[src/hw/rtl/hkrb_pkg.sv]
package hkrb_pkg;

  localparam int HELD_SLOTS  = 6;
  localparam int TABLE_DEPTH = 256;
  localparam int REPORT_KEYS = 6;

  localparam int KEY_W   = 8;
  localparam int OP_W    = 3;
  localparam int IDX_W   = 8;
  localparam int TSIZE_W = 9;

  localparam int TBL_AW  = $clog2(TABLE_DEPTH);
  localparam int CNT_W   = $clog2(TABLE_DEPTH + 1);
  localparam int SLOT_IW = (HELD_SLOTS > 1) ? $clog2(HELD_SLOTS) : 1;
  localparam int SLOT_CW = $clog2(HELD_SLOTS + 1);
  localparam int RPT_IW  = $clog2(REPORT_KEYS);
  localparam int RPT_CW  = $clog2(REPORT_KEYS + 1);

  typedef enum logic [OP_W-1:0] {
    OP_PRESS       = 3'd0,
    OP_RELEASE     = 3'd1,
    OP_RELEASE_ALL = 3'd2,
    OP_REPORT      = 3'd3,
    OP_LOAD        = 3'd4
  } op_e;

  typedef enum logic [2:0] {
    ST_IDLE,
    ST_EXEC,
    ST_SLOT,
    ST_WAIT,
    ST_DONE
  } state_e;

  typedef struct packed {
    logic             start;
    logic [KEY_W-1:0] key;
    logic [CNT_W-1:0] limit;
  } find_req_t;

  typedef struct packed {
    logic             done;
    logic             found;
    logic [KEY_W-1:0] code;
  } find_rsp_t;

endpackage

[src/hw/rtl/hkrb_if.sv]
interface hkrb_in_if;
  import hkrb_pkg::*;
  logic             valid;
  logic             ready;
  logic [OP_W-1:0]  operation;
  logic [KEY_W-1:0] key_value;
  logic [IDX_W-1:0] table_index;
  modport source (output valid, operation, key_value, table_index, input ready);
  modport sink   (input valid, operation, key_value, table_index, output ready);
endinterface

interface hkrb_out_if;
  import hkrb_pkg::*;
  logic             valid;
  logic             ready;
  logic             changed;
  logic [KEY_W-1:0] report_key1;
  logic [KEY_W-1:0] report_key2;
  logic [KEY_W-1:0] report_key3;
  logic [KEY_W-1:0] report_key4;
  logic [KEY_W-1:0] report_key5;
  logic [KEY_W-1:0] report_key6;
  modport source (output valid, changed, report_key1, report_key2, report_key3,
                  report_key4, report_key5, report_key6, input ready);
  modport sink   (input valid, changed, report_key1, report_key2, report_key3,
                  report_key4, report_key5, report_key6, output ready);
endinterface

interface hkrb_cfg_if;
  import hkrb_pkg::*;
  logic               valid;
  logic               ready;
  logic [TSIZE_W-1:0] table_size;
  modport source (output valid, table_size, input ready);
  modport sink   (input valid, table_size, output ready);
endinterface

[src/hw/rtl/hid_key_set_report_builder_top.sv]
// Channel  | Dir | Word
// in_ch    | in  | operation, key_value, table_index
// out_ch   | out | changed, report_key1 .. report_key6
// cfg_ch   | in  | table_size
//
// Press, release, release all, load and unused codes pass through ST_IDLE and ST_EXEC.
// Report: ST_SLOT starts a table scan for each held slot, over at most
// min(table_size, 256) entries, one RAM read per cycle.
// One word in work at a time; the next is taken while a result waits in the
// output register. Reset clears the held slots and the changed flag; the
// table RAM is not cleared. cfg_ch is always ready.
module hid_key_set_report_builder_top (
  input logic       clk_i,
  input logic       rst_ni,
  hkrb_in_if.sink   in_ch,
  hkrb_out_if.source out_ch,
  hkrb_cfg_if.sink  cfg_ch
);
  import hkrb_pkg::*;

  state_e             state_q, state_d;
  logic [OP_W-1:0]    op_q;
  logic [KEY_W-1:0]   key_q;
  logic [IDX_W-1:0]   idx_q;
  logic [KEY_W-1:0]   slots_q [HELD_SLOTS];
  logic [KEY_W-1:0]   slots_d [HELD_SLOTS];
  logic               changed_q, changed_d;
  logic [TSIZE_W-1:0] tsize_q;
  logic [SLOT_CW-1:0] slot_idx_q, slot_idx_d;
  logic [RPT_CW-1:0]  rpt_cnt_q, rpt_cnt_d;
  logic [KEY_W-1:0]   rpt_q [REPORT_KEYS];
  logic [KEY_W-1:0]   rpt_d [REPORT_KEYS];
  logic               out_valid_q, out_valid_d;
  logic               out_changed_q, out_changed_d;
  logic [KEY_W-1:0]   out_key_q [REPORT_KEYS];
  logic [KEY_W-1:0]   out_key_d [REPORT_KEYS];

  logic               in_acc, out_free;
  logic [CNT_W-1:0]   limit;
  logic               held, has_empty;
  logic [SLOT_IW-1:0] first_empty;
  logic [KEY_W-1:0]   cur_slot;
  logic               ram_we;
  find_req_t          find_req;
  find_rsp_t          find_rsp;
  logic               rd_en;
  logic [TBL_AW-1:0]  rd_addr;
  logic [KEY_W-1:0]   rd_data;

  assign in_acc   = in_ch.valid && in_ch.ready;
  assign out_free = !out_valid_q || out_ch.ready;
  assign limit    = (tsize_q > TSIZE_W'(TABLE_DEPTH)) ? CNT_W'(TABLE_DEPTH)
                                                      : CNT_W'(tsize_q);
  assign cur_slot = slots_q[slot_idx_q[SLOT_IW-1:0]];
  assign ram_we   = (state_q == ST_EXEC) && (op_q == OP_LOAD) && out_free &&
                    (TSIZE_W'(idx_q) < TSIZE_W'(TABLE_DEPTH));

  always_comb begin
    held        = 1'b0;
    has_empty   = 1'b0;
    first_empty = '0;
    for (int n = HELD_SLOTS - 1; n >= 0; n--) begin
      if (slots_q[n] == key_q) begin
        held = 1'b1;
      end
      if (slots_q[n] == '0) begin
        has_empty   = 1'b1;
        first_empty = SLOT_IW'(n);
      end
    end
  end

  always_comb begin
    state_d       = state_q;
    slots_d       = slots_q;
    changed_d     = changed_q;
    slot_idx_d    = slot_idx_q;
    rpt_cnt_d     = rpt_cnt_q;
    rpt_d         = rpt_q;
    out_valid_d   = out_valid_q && !out_ch.ready;
    out_changed_d = out_changed_q;
    out_key_d     = out_key_q;
    find_req      = '0;
    in_ch.ready   = 1'b0;
    unique case (state_q)
      ST_IDLE: begin
        in_ch.ready = 1'b1;
        if (in_ch.valid) begin
          state_d = ST_EXEC;
        end
      end
      ST_EXEC: begin
        if (op_q == OP_REPORT) begin
          slot_idx_d = '0;
          rpt_cnt_d  = '0;
          rpt_d      = '{default: '0};
          state_d    = ST_SLOT;
        end else if (out_free) begin
          unique case (op_q)
            OP_PRESS: begin
              if (!held) begin
                if (has_empty) begin
                  slots_d[first_empty] = key_q;
                end
                changed_d = 1'b1;
              end
            end
            OP_RELEASE: begin
              for (int n = 0; n < HELD_SLOTS; n++) begin
                if (slots_q[n] == key_q) begin
                  slots_d[n] = '0;
                end
              end
              changed_d = 1'b1;
            end
            OP_RELEASE_ALL: begin
              slots_d   = '{default: '0};
              changed_d = 1'b1;
            end
            default: begin
            end
          endcase
          out_valid_d   = 1'b1;
          out_changed_d = changed_d;
          out_key_d     = '{default: '0};
          state_d       = ST_IDLE;
        end
      end
      ST_SLOT: begin
        if (slot_idx_q == SLOT_CW'(HELD_SLOTS)) begin
          state_d = ST_DONE;
        end else if (cur_slot == '0) begin
          slot_idx_d = slot_idx_q + SLOT_CW'(1);
        end else begin
          find_req.start = 1'b1;
          find_req.key   = cur_slot;
          find_req.limit = limit;
          state_d        = ST_WAIT;
        end
      end
      ST_WAIT: begin
        if (find_rsp.done) begin
          if (find_rsp.found && (rpt_cnt_q < RPT_CW'(REPORT_KEYS))) begin
            rpt_d[rpt_cnt_q[RPT_IW-1:0]] = find_rsp.code;
            rpt_cnt_d = rpt_cnt_q + RPT_CW'(1);
          end
          slot_idx_d = slot_idx_q + SLOT_CW'(1);
          state_d    = ST_SLOT;
        end
      end
      ST_DONE: begin
        if (out_free) begin
          changed_d     = 1'b0;
          out_valid_d   = 1'b1;
          out_changed_d = 1'b0;
          out_key_d     = rpt_q;
          state_d       = ST_IDLE;
        end
      end
      default: begin
        state_d = ST_IDLE;
      end
    endcase
  end

  always_ff @(posedge clk_i or negedge rst_ni) begin
    if (!rst_ni) begin
      state_q     <= ST_IDLE;
      slots_q     <= '{default: '0};
      changed_q   <= 1'b0;
      tsize_q     <= '0;
      out_valid_q <= 1'b0;
    end else begin
      state_q     <= state_d;
      slots_q     <= slots_d;
      changed_q   <= changed_d;
      out_valid_q <= out_valid_d;
      if (cfg_ch.valid) begin
        tsize_q <= cfg_ch.table_size;
      end
    end
  end

  always_ff @(posedge clk_i) begin
    if (in_acc) begin
      op_q  <= in_ch.operation;
      key_q <= in_ch.key_value;
      idx_q <= in_ch.table_index;
    end
    slot_idx_q    <= slot_idx_d;
    rpt_cnt_q     <= rpt_cnt_d;
    rpt_q         <= rpt_d;
    out_changed_q <= out_changed_d;
    out_key_q     <= out_key_d;
  end

  hkrb_ram #(
    .WIDTH (KEY_W),
    .DEPTH (TABLE_DEPTH)
  ) u_table (
    .clk_i   (clk_i),
    .we_i    (ram_we),
    .waddr_i (idx_q[TBL_AW-1:0]),
    .wdata_i (key_q),
    .re_i    (rd_en),
    .raddr_i (rd_addr),
    .rdata_o (rd_data)
  );

  hkrb_keyfind u_find (
    .clk_i     (clk_i),
    .rst_ni    (rst_ni),
    .req_i     (find_req),
    .rsp_o     (find_rsp),
    .rd_en_o   (rd_en),
    .rd_addr_o (rd_addr),
    .rd_data_i (rd_data)
  );

  assign cfg_ch.ready       = 1'b1;
  assign out_ch.valid       = out_valid_q;
  assign out_ch.changed     = out_changed_q;
  assign out_ch.report_key1 = out_key_q[0];
  assign out_ch.report_key2 = out_key_q[1];
  assign out_ch.report_key3 = out_key_q[2];
  assign out_ch.report_key4 = out_key_q[3];
  assign out_ch.report_key5 = out_key_q[4];
  assign out_ch.report_key6 = out_key_q[5];

endmodule

[src/hw/rtl/hkrb_ram.sv]
module hkrb_ram #(
  parameter int WIDTH = 8,
  parameter int DEPTH = 256
) (
  input  logic                     clk_i,
  input  logic                     we_i,
  input  logic [$clog2(DEPTH)-1:0] waddr_i,
  input  logic [WIDTH-1:0]         wdata_i,
  input  logic                     re_i,
  input  logic [$clog2(DEPTH)-1:0] raddr_i,
  output logic [WIDTH-1:0]         rdata_o
);

  logic [WIDTH-1:0] mem_q [DEPTH];
  logic [WIDTH-1:0] rdata_q;

  always_ff @(posedge clk_i) begin
    if (we_i) begin
      mem_q[waddr_i] <= wdata_i;
    end
    if (re_i) begin
      rdata_q <= mem_q[raddr_i];
    end
  end

  assign rdata_o = rdata_q;

endmodule

[src/hw/rtl/hkrb_keyfind.sv]
module hkrb_keyfind (
  input  logic                       clk_i,
  input  logic                       rst_ni,
  input  hkrb_pkg::find_req_t        req_i,
  output hkrb_pkg::find_rsp_t        rsp_o,
  output logic                       rd_en_o,
  output logic [hkrb_pkg::TBL_AW-1:0] rd_addr_o,
  input  logic [hkrb_pkg::KEY_W-1:0] rd_data_i
);
  import hkrb_pkg::*;

  logic              busy_q, busy_d;
  logic              pend_q, pend_d;
  logic [CNT_W-1:0]  addr_q, addr_d;
  logic [TBL_AW-1:0] pend_addr_q, pend_addr_d;
  logic [KEY_W-1:0]  key_q, key_d;
  logic [CNT_W-1:0]  limit_q, limit_d;
  logic              match, issue, done;

  // one read in flight; data of the previous address is compared each cycle
  assign match = pend_q && (rd_data_i == key_q);
  assign done  = busy_q && (match || (addr_q >= limit_q));
  assign issue = busy_q && (addr_q < limit_q) && !match;

  always_comb begin
    busy_d      = busy_q;
    pend_d      = pend_q;
    addr_d      = addr_q;
    pend_addr_d = pend_addr_q;
    key_d       = key_q;
    limit_d     = limit_q;
    if (req_i.start) begin
      busy_d  = 1'b1;
      pend_d  = 1'b0;
      addr_d  = '0;
      key_d   = req_i.key;
      limit_d = req_i.limit;
    end else if (done) begin
      busy_d = 1'b0;
      pend_d = 1'b0;
    end else begin
      pend_d = issue;
      if (issue) begin
        addr_d      = addr_q + CNT_W'(1);
        pend_addr_d = addr_q[TBL_AW-1:0];
      end
    end
  end

  always_ff @(posedge clk_i or negedge rst_ni) begin
    if (!rst_ni) begin
      busy_q <= 1'b0;
      pend_q <= 1'b0;
    end else begin
      busy_q <= busy_d;
      pend_q <= pend_d;
    end
  end

  always_ff @(posedge clk_i) begin
    addr_q      <= addr_d;
    pend_addr_q <= pend_addr_d;
    key_q       <= key_d;
    limit_q     <= limit_d;
  end

  assign rd_en_o     = issue;
  assign rd_addr_o   = addr_q[TBL_AW-1:0];
  assign rsp_o.done  = done;
  assign rsp_o.found = match;
  assign rsp_o.code  = KEY_W'(pend_addr_q);

endmodule

[src/flat_wrapper.sv]
// flat-port wrapper written by rule: the top's interface ports become plain ports
module hid_key_set_report_builder_top_flat import hkrb_pkg::*;
  (clk_i, rst_ni, in_ch_valid, in_ch_operation, in_ch_key_value, in_ch_table_index, in_ch_ready, out_ch_valid, out_ch_changed, out_ch_report_key1, out_ch_report_key2, out_ch_report_key3, out_ch_report_key4, out_ch_report_key5, out_ch_report_key6, out_ch_ready, cfg_ch_valid, cfg_ch_table_size, cfg_ch_ready);
  hkrb_in_if in_ch_i ();
  hkrb_out_if out_ch_i ();
  hkrb_cfg_if cfg_ch_i ();
  input logic clk_i;
  input logic rst_ni;
  input wire logic [$bits(in_ch_i.valid)-1:0] in_ch_valid;
  input wire logic [$bits(in_ch_i.operation)-1:0] in_ch_operation;
  input wire logic [$bits(in_ch_i.key_value)-1:0] in_ch_key_value;
  input wire logic [$bits(in_ch_i.table_index)-1:0] in_ch_table_index;
  output wire logic [$bits(in_ch_i.ready)-1:0] in_ch_ready;
  output wire logic [$bits(out_ch_i.valid)-1:0] out_ch_valid;
  output wire logic [$bits(out_ch_i.changed)-1:0] out_ch_changed;
  output wire logic [$bits(out_ch_i.report_key1)-1:0] out_ch_report_key1;
  output wire logic [$bits(out_ch_i.report_key2)-1:0] out_ch_report_key2;
  output wire logic [$bits(out_ch_i.report_key3)-1:0] out_ch_report_key3;
  output wire logic [$bits(out_ch_i.report_key4)-1:0] out_ch_report_key4;
  output wire logic [$bits(out_ch_i.report_key5)-1:0] out_ch_report_key5;
  output wire logic [$bits(out_ch_i.report_key6)-1:0] out_ch_report_key6;
  input wire logic [$bits(out_ch_i.ready)-1:0] out_ch_ready;
  input wire logic [$bits(cfg_ch_i.valid)-1:0] cfg_ch_valid;
  input wire logic [$bits(cfg_ch_i.table_size)-1:0] cfg_ch_table_size;
  output wire logic [$bits(cfg_ch_i.ready)-1:0] cfg_ch_ready;
  assign in_ch_i.valid = in_ch_valid;
  assign in_ch_i.operation = in_ch_operation;
  assign in_ch_i.key_value = in_ch_key_value;
  assign in_ch_i.table_index = in_ch_table_index;
  assign in_ch_ready = in_ch_i.ready;
  assign out_ch_valid = out_ch_i.valid;
  assign out_ch_changed = out_ch_i.changed;
  assign out_ch_report_key1 = out_ch_i.report_key1;
  assign out_ch_report_key2 = out_ch_i.report_key2;
  assign out_ch_report_key3 = out_ch_i.report_key3;
  assign out_ch_report_key4 = out_ch_i.report_key4;
  assign out_ch_report_key5 = out_ch_i.report_key5;
  assign out_ch_report_key6 = out_ch_i.report_key6;
  assign out_ch_i.ready = out_ch_ready;
  assign cfg_ch_i.valid = cfg_ch_valid;
  assign cfg_ch_i.table_size = cfg_ch_table_size;
  assign cfg_ch_ready = cfg_ch_i.ready;
  hid_key_set_report_builder_top u_core (.clk_i(clk_i), .rst_ni(rst_ni), .in_ch(in_ch_i), .out_ch(out_ch_i), .cfg_ch(cfg_ch_i));
endmodule
[config.mk]
export PLATFORM = sky130hd
export DESIGN_NAME = hid_key_set_report_builder_top_flat
export DESIGN_NICKNAME = d
export VERILOG_FILES = /design/src/hw/rtl/hkrb_pkg.sv /design/src/hw/rtl/hkrb_if.sv /design/src/hw/rtl/hid_key_set_report_builder_top.sv /design/src/hw/rtl/hkrb_ram.sv /design/src/hw/rtl/hkrb_keyfind.sv /design/src/flat_wrapper.sv
export SDC_FILE = /design/constraint.sdc
export NUM_CORES = 2
export LEC_CHECK = 0
export BUFFER_PORTS_ARGS = -buffer_cell sky130_fd_sc_hd__buf_2
export CAP_MARGIN = 20
export CORE_ASPECT_RATIO = 0.6
export CORE_MARGIN = 8
export CORE_UTILIZATION = 30
export DETAILED_ROUTE_END_ITERATION = 7
export PLACE_DENSITY = 0.49
export SETUP_SLACK_MARGIN = 0.15
export SLEW_MARGIN = 10
export SYNTH_ARGS = -nofsm -noshare
export SYNTH_HDL_FRONTEND = slang
export SYNTH_HIERARCHICAL = 1
export SYNTH_SLANG_ARGS = --single-unit
[constraint.sdc]
create_clock -name clk_i -period 13.2 [get_ports clk_i]
set_input_delay 0 -clock clk_i [delete_from_list [all_inputs] [get_ports clk_i]]
set_output_delay 0 -clock clk_i [all_outputs]
set_load 0.03 [all_outputs]
==> run_results.csv <==
group,metric,value,unit
global_routing,grt_usage,15.45,%
setup_path,required,13.77,ns
yosys,synthDistinctLibCells,97,
finish,multi_input_area,20890,sq um
timing,fin_crit_sh,41.07,%
finish,synthToLayoutAreaGrowth,13.46,%
timing,min_period,5.422,ns
setup_path,crit_buf_inv,3,
global_routing,grt_pass1_vias,45690,
timing,clock_skew,0.05320,ns
detailed_routing,routed_wl,255100,um
run_status,outcome,"complete, no violations",
place,io_buffers,83,
yosys,synth_nets,4615,
detailed_routing,post_drt_via_cell_ratio,5.217,
finish,fin_nets,4816,
clock_tree,numCtsBuffers,207,
yosys,synthAdderAreaFrac,0.1798,%
place,dpl.cell_count,8503,
setup_path,crit_type,"flop to flop",
clock_tree,clk_pin_slew,0.07,ns
yosys,yosysWarnings,6,
yosys,syn_area,90450,sq um
detailed_routing,detail-route-antenna-nets,0,
clock_tree,cts_tree,"built",
detailed_routing,routedWlPerCell,28.48,um
finish,fillCellCount,28360,
finish,ff_latch_area,67950,sq um
detailed_routing,dr.pass1.iters,5,
timing,grt_setup_unrepaired,"false",
clock_tree,clock_sinks,2276,
power,ir_drop,0.0001342,V
yosys,synth-simple-area-share,4.110,%
yosys,avgSynthCellArea,19.80,sq um
power,leakagePower,31.69,nW
timing,finalSetupViolCount,0,
floorplanning,dieWidth,724.9,um
yosys,synth-xor-area-share,0.5617,%
floorplanning,core_area,300600,sq um
finish,layoutNonFillerInstCount,8959,
place,place.gp.congestion,0.8227,
clock_tree,cts_setup_buffers,0,
power,p_sw,6.419,mW
yosys,synth_edf_count,2203,
job,cap_viol_max_count,0,
power,power,20.26,mW
power,sw_frac_of_total,31.69,%
floorplanning,initial_core_util,30.09,%
yosys,ys.flop_type,"edfxtp_1",
floorplanning,placementRows,156,
yosys,ys_top_cells_by_area,"edfxtp_1 (73%), mux4_2 (12%), mux2i_1 (2.0%)",
global_routing,antenna_found_initial,20,
clock_tree,h-tree-depth,4,
power,pwr-share-seq,44.0,%
timing,max_freq,184.4,MHz
setup_path,path_delay_family,"buffers and inverters",
setup_path,crit_fanout,89,
power,p_comb_share,27.0,%
setup_path,slowest_delay,0.89,ns
detailed_routing,met2_length,102300,um
timing,tns,0,ns
timing,worstMarginPinSlew,1.316,ns
detailed_routing,drc,0,
yosys,post-synth-top-area-cell,"edfxtp_1",
setup_path,cp_slowest_cell,"dfxtp_4",
clock_tree,root_buffer,"clkbuf_16",
power,p_clk_share,29.0,%
detailed_routing,drt-initial-drc-count,5418,
finish,drive_gt1_share,21.86,%
detailed_routing,maxUsedRoutingLayer,"met5",
hold_path,hp-class,"primary input to flop",
yosys,seq_area_frac_synth,75.11,%
yosys,synth_top_area_share,73.14,%
global_routing,grt_overflow_total,0,
setup_path,path_cells,"buf_12, buf_4, buf_4, mux4_2, a22oi_1, a21oi_1, nor4_1, nor4_1",
global_routing,grt_max_degree,204,
power,powerDensity,197.4,nW/um^2
yosys,async_flop_share,2.812,%
power,internal-power,13.84,mW
global_routing,grt_pass1_wl,358900,um
yosys,synth_compound_area_share,3.485,%
place,hpwl,157100,um
setup_path,arrival,6.00,ns
clock_tree,cts_resized,0,
floorplanning,die_area,319900,sq um
timing,slew_viol_final,0,
yosys,synth_cells,4569,
yosys,synthMuxAreaShare,14.53,%
detailed_routing,vias,46740,
clock_tree,clk_latency,0.87,ns
clock_tree,clk_path_buf_depth,4,
floorplanning,boundaryPins,85,
setup_path,worstSetupStartpointType,"flop",
detailed_routing,wl_met1,121300,um
clock_tree,cts_hold_buf,72,
yosys,synth.ff_latch_count,2276,
yosys,synth_top_family_by_area,"multiplexers",
setup_path,cp-end-kind,"flop",
timing,hold_viol,0,
detailed_routing,wl_met3,26800,um
floorplanning,die_h,441.3,um
timing,max_slew_margin,12.27,%
## per-layer routing
metal  up-vias  track usage [%]
met5         -            1.212
met4        10            3.017
met3       298            5.502
met2      1838            20.69
met1     25450            23.70
li1      19140                -
## synth_stat cells, drive strengths merged (10+ instances only)
library cell / count
mux4: 464
clkbuf: 132
o211ai: 12
a22oi: 142
nor2b: 37
inv: 14
a21oi: 111
o21ai: 14
nand4: 18
ha: 13
mux2i: 182
dfrtp: 64
mux2: 70
a211oi: 16
nor4: 56
o221ai: 47
o22ai: 28
buf: 152
a221oi: 14
nand2: 68
and2: 71
xor2: 48
xnor2: 10
nor2: 382
nor3: 34
nand3: 45
nand2b: 16
edfxtp: 2203
## stage by stage
stage	instance area (sq um)	hold slack (ns)	util [%]	setup WS, ns
floorplan	90450	-0.2956	-	7.453
global placement	95210	-0.1520	31.67	7.635
detailed placement	95310	-0.1501	31.71	7.692
CTS	102400	0.002023	34.07	7.685
global route	102600	0.09122	34.14	7.356
finish	102600	0.06863	34.14	7.778
## cell type report
class | instances | share of cell area, %
clock inverters | 106 | 0.8755
multi-input cells | 1993 | 20.36
inverters | 16 | 0.05853
clock buffers | 259 | 5.330
flip-flops and latches | 2276 | 66.22
repair buffers | 276 | 2.236
well taps | 4029 | 4.913
diodes | 4 | 0.009755
## power by group through the flow
stage	combinational, mW	clock, mW	sequential, mW
after global routing	5.81	6.29	8.96
after floorplan	3.57	0	9.12
after global placement	5.39	0	9.07
after detailed placement	5.42	0	9.07
final	5.46	5.88	8.92
after CTS	5.45	6.03	8.92
## cells by family after synthesis
| group | Yosys count |
|---|---|
| flip-flops | 2276 |
| AND/OR/NAND/NOR | 766 |
| multiplexers | 716 |
| AO/OA/AOI/OAI | 439 |
| buffers and inverters | 300 |
| XOR/XNOR | 58 |
| adder cells (fa/ha/maj) | 13 |
| other | 1 |
## path summary, 6_finish.rpt
path | start | endpoint | slack (ns) | cells after the start
setup / recovery | u_core/u_find/addr_q[0] | u_core/u_table/rdata_o[7] | 7.78 | 8
min in group asynchronous | rst_ni | u_core/slots_q[21] | 0.46 | 4
max in group asynchronous | rst_ni | u_core/slots_q[10] | 12.12 | 4
hold / removal | cfg_ch_valid | u_core/tsize_q[8] | 0.07 | 3
hold reg to reg | u_core/u_find/addr_q[8] | u_core/u_find/addr_q[8] | 0.50 | 2
setup reg to reg | u_core/u_find/addr_q[0] | u_core/u_table/rdata_o[7] | 7.78 | 8
## registers in the layout, indices dropped and copies added (netlist names), 8 cells and up
name and flops:
u_core/u_find/key_q 8, u_core/out_ch.report_key1 8, u_core/key_q 8, u_core/out_ch.report_key5 8, u_core/out_ch.report_key2 8, u_core/u_table/rdata_o 8, u_core/idx_q 8, u_core/rpt_q 48
u_core/out_ch.report_key4 8, u_core/tsize_q 9, u_core/out_ch.report_key3 8, u_core/u_find/limit_q 9, u_core/u_find/addr_q 9, u_core/slots_q 48, u_core/out_ch.report_key6 8, u_core/u_find/pend_addr_q 8
u_core/u_table/mem_q 2048
## layout by cell type (no fill, tap or decap), types with 48 or more instances in the layout
cell / instances
mux4_2: 462
xor2_1: 48
buf_2: 84
clkbuf_16: 210
mux2i_1: 182
a22oi_1: 142
clkinv_1: 51
nor2_1: 378
mux2_2: 48
a21oi_1: 111
edfxtp_1: 2203
dlygate4sd3_1: 72
buf_4: 98
nand2_1: 66
dfrtp_1: 64
and2_1: 71
## worst min-delay path: cells and delay by family
kind / cells / cell delay [ns]
AOI/OAI and AO/OA: 1 / 0.16
buffers and inverters: 2 / 0.72
Power figures use the tool's default switching activity.
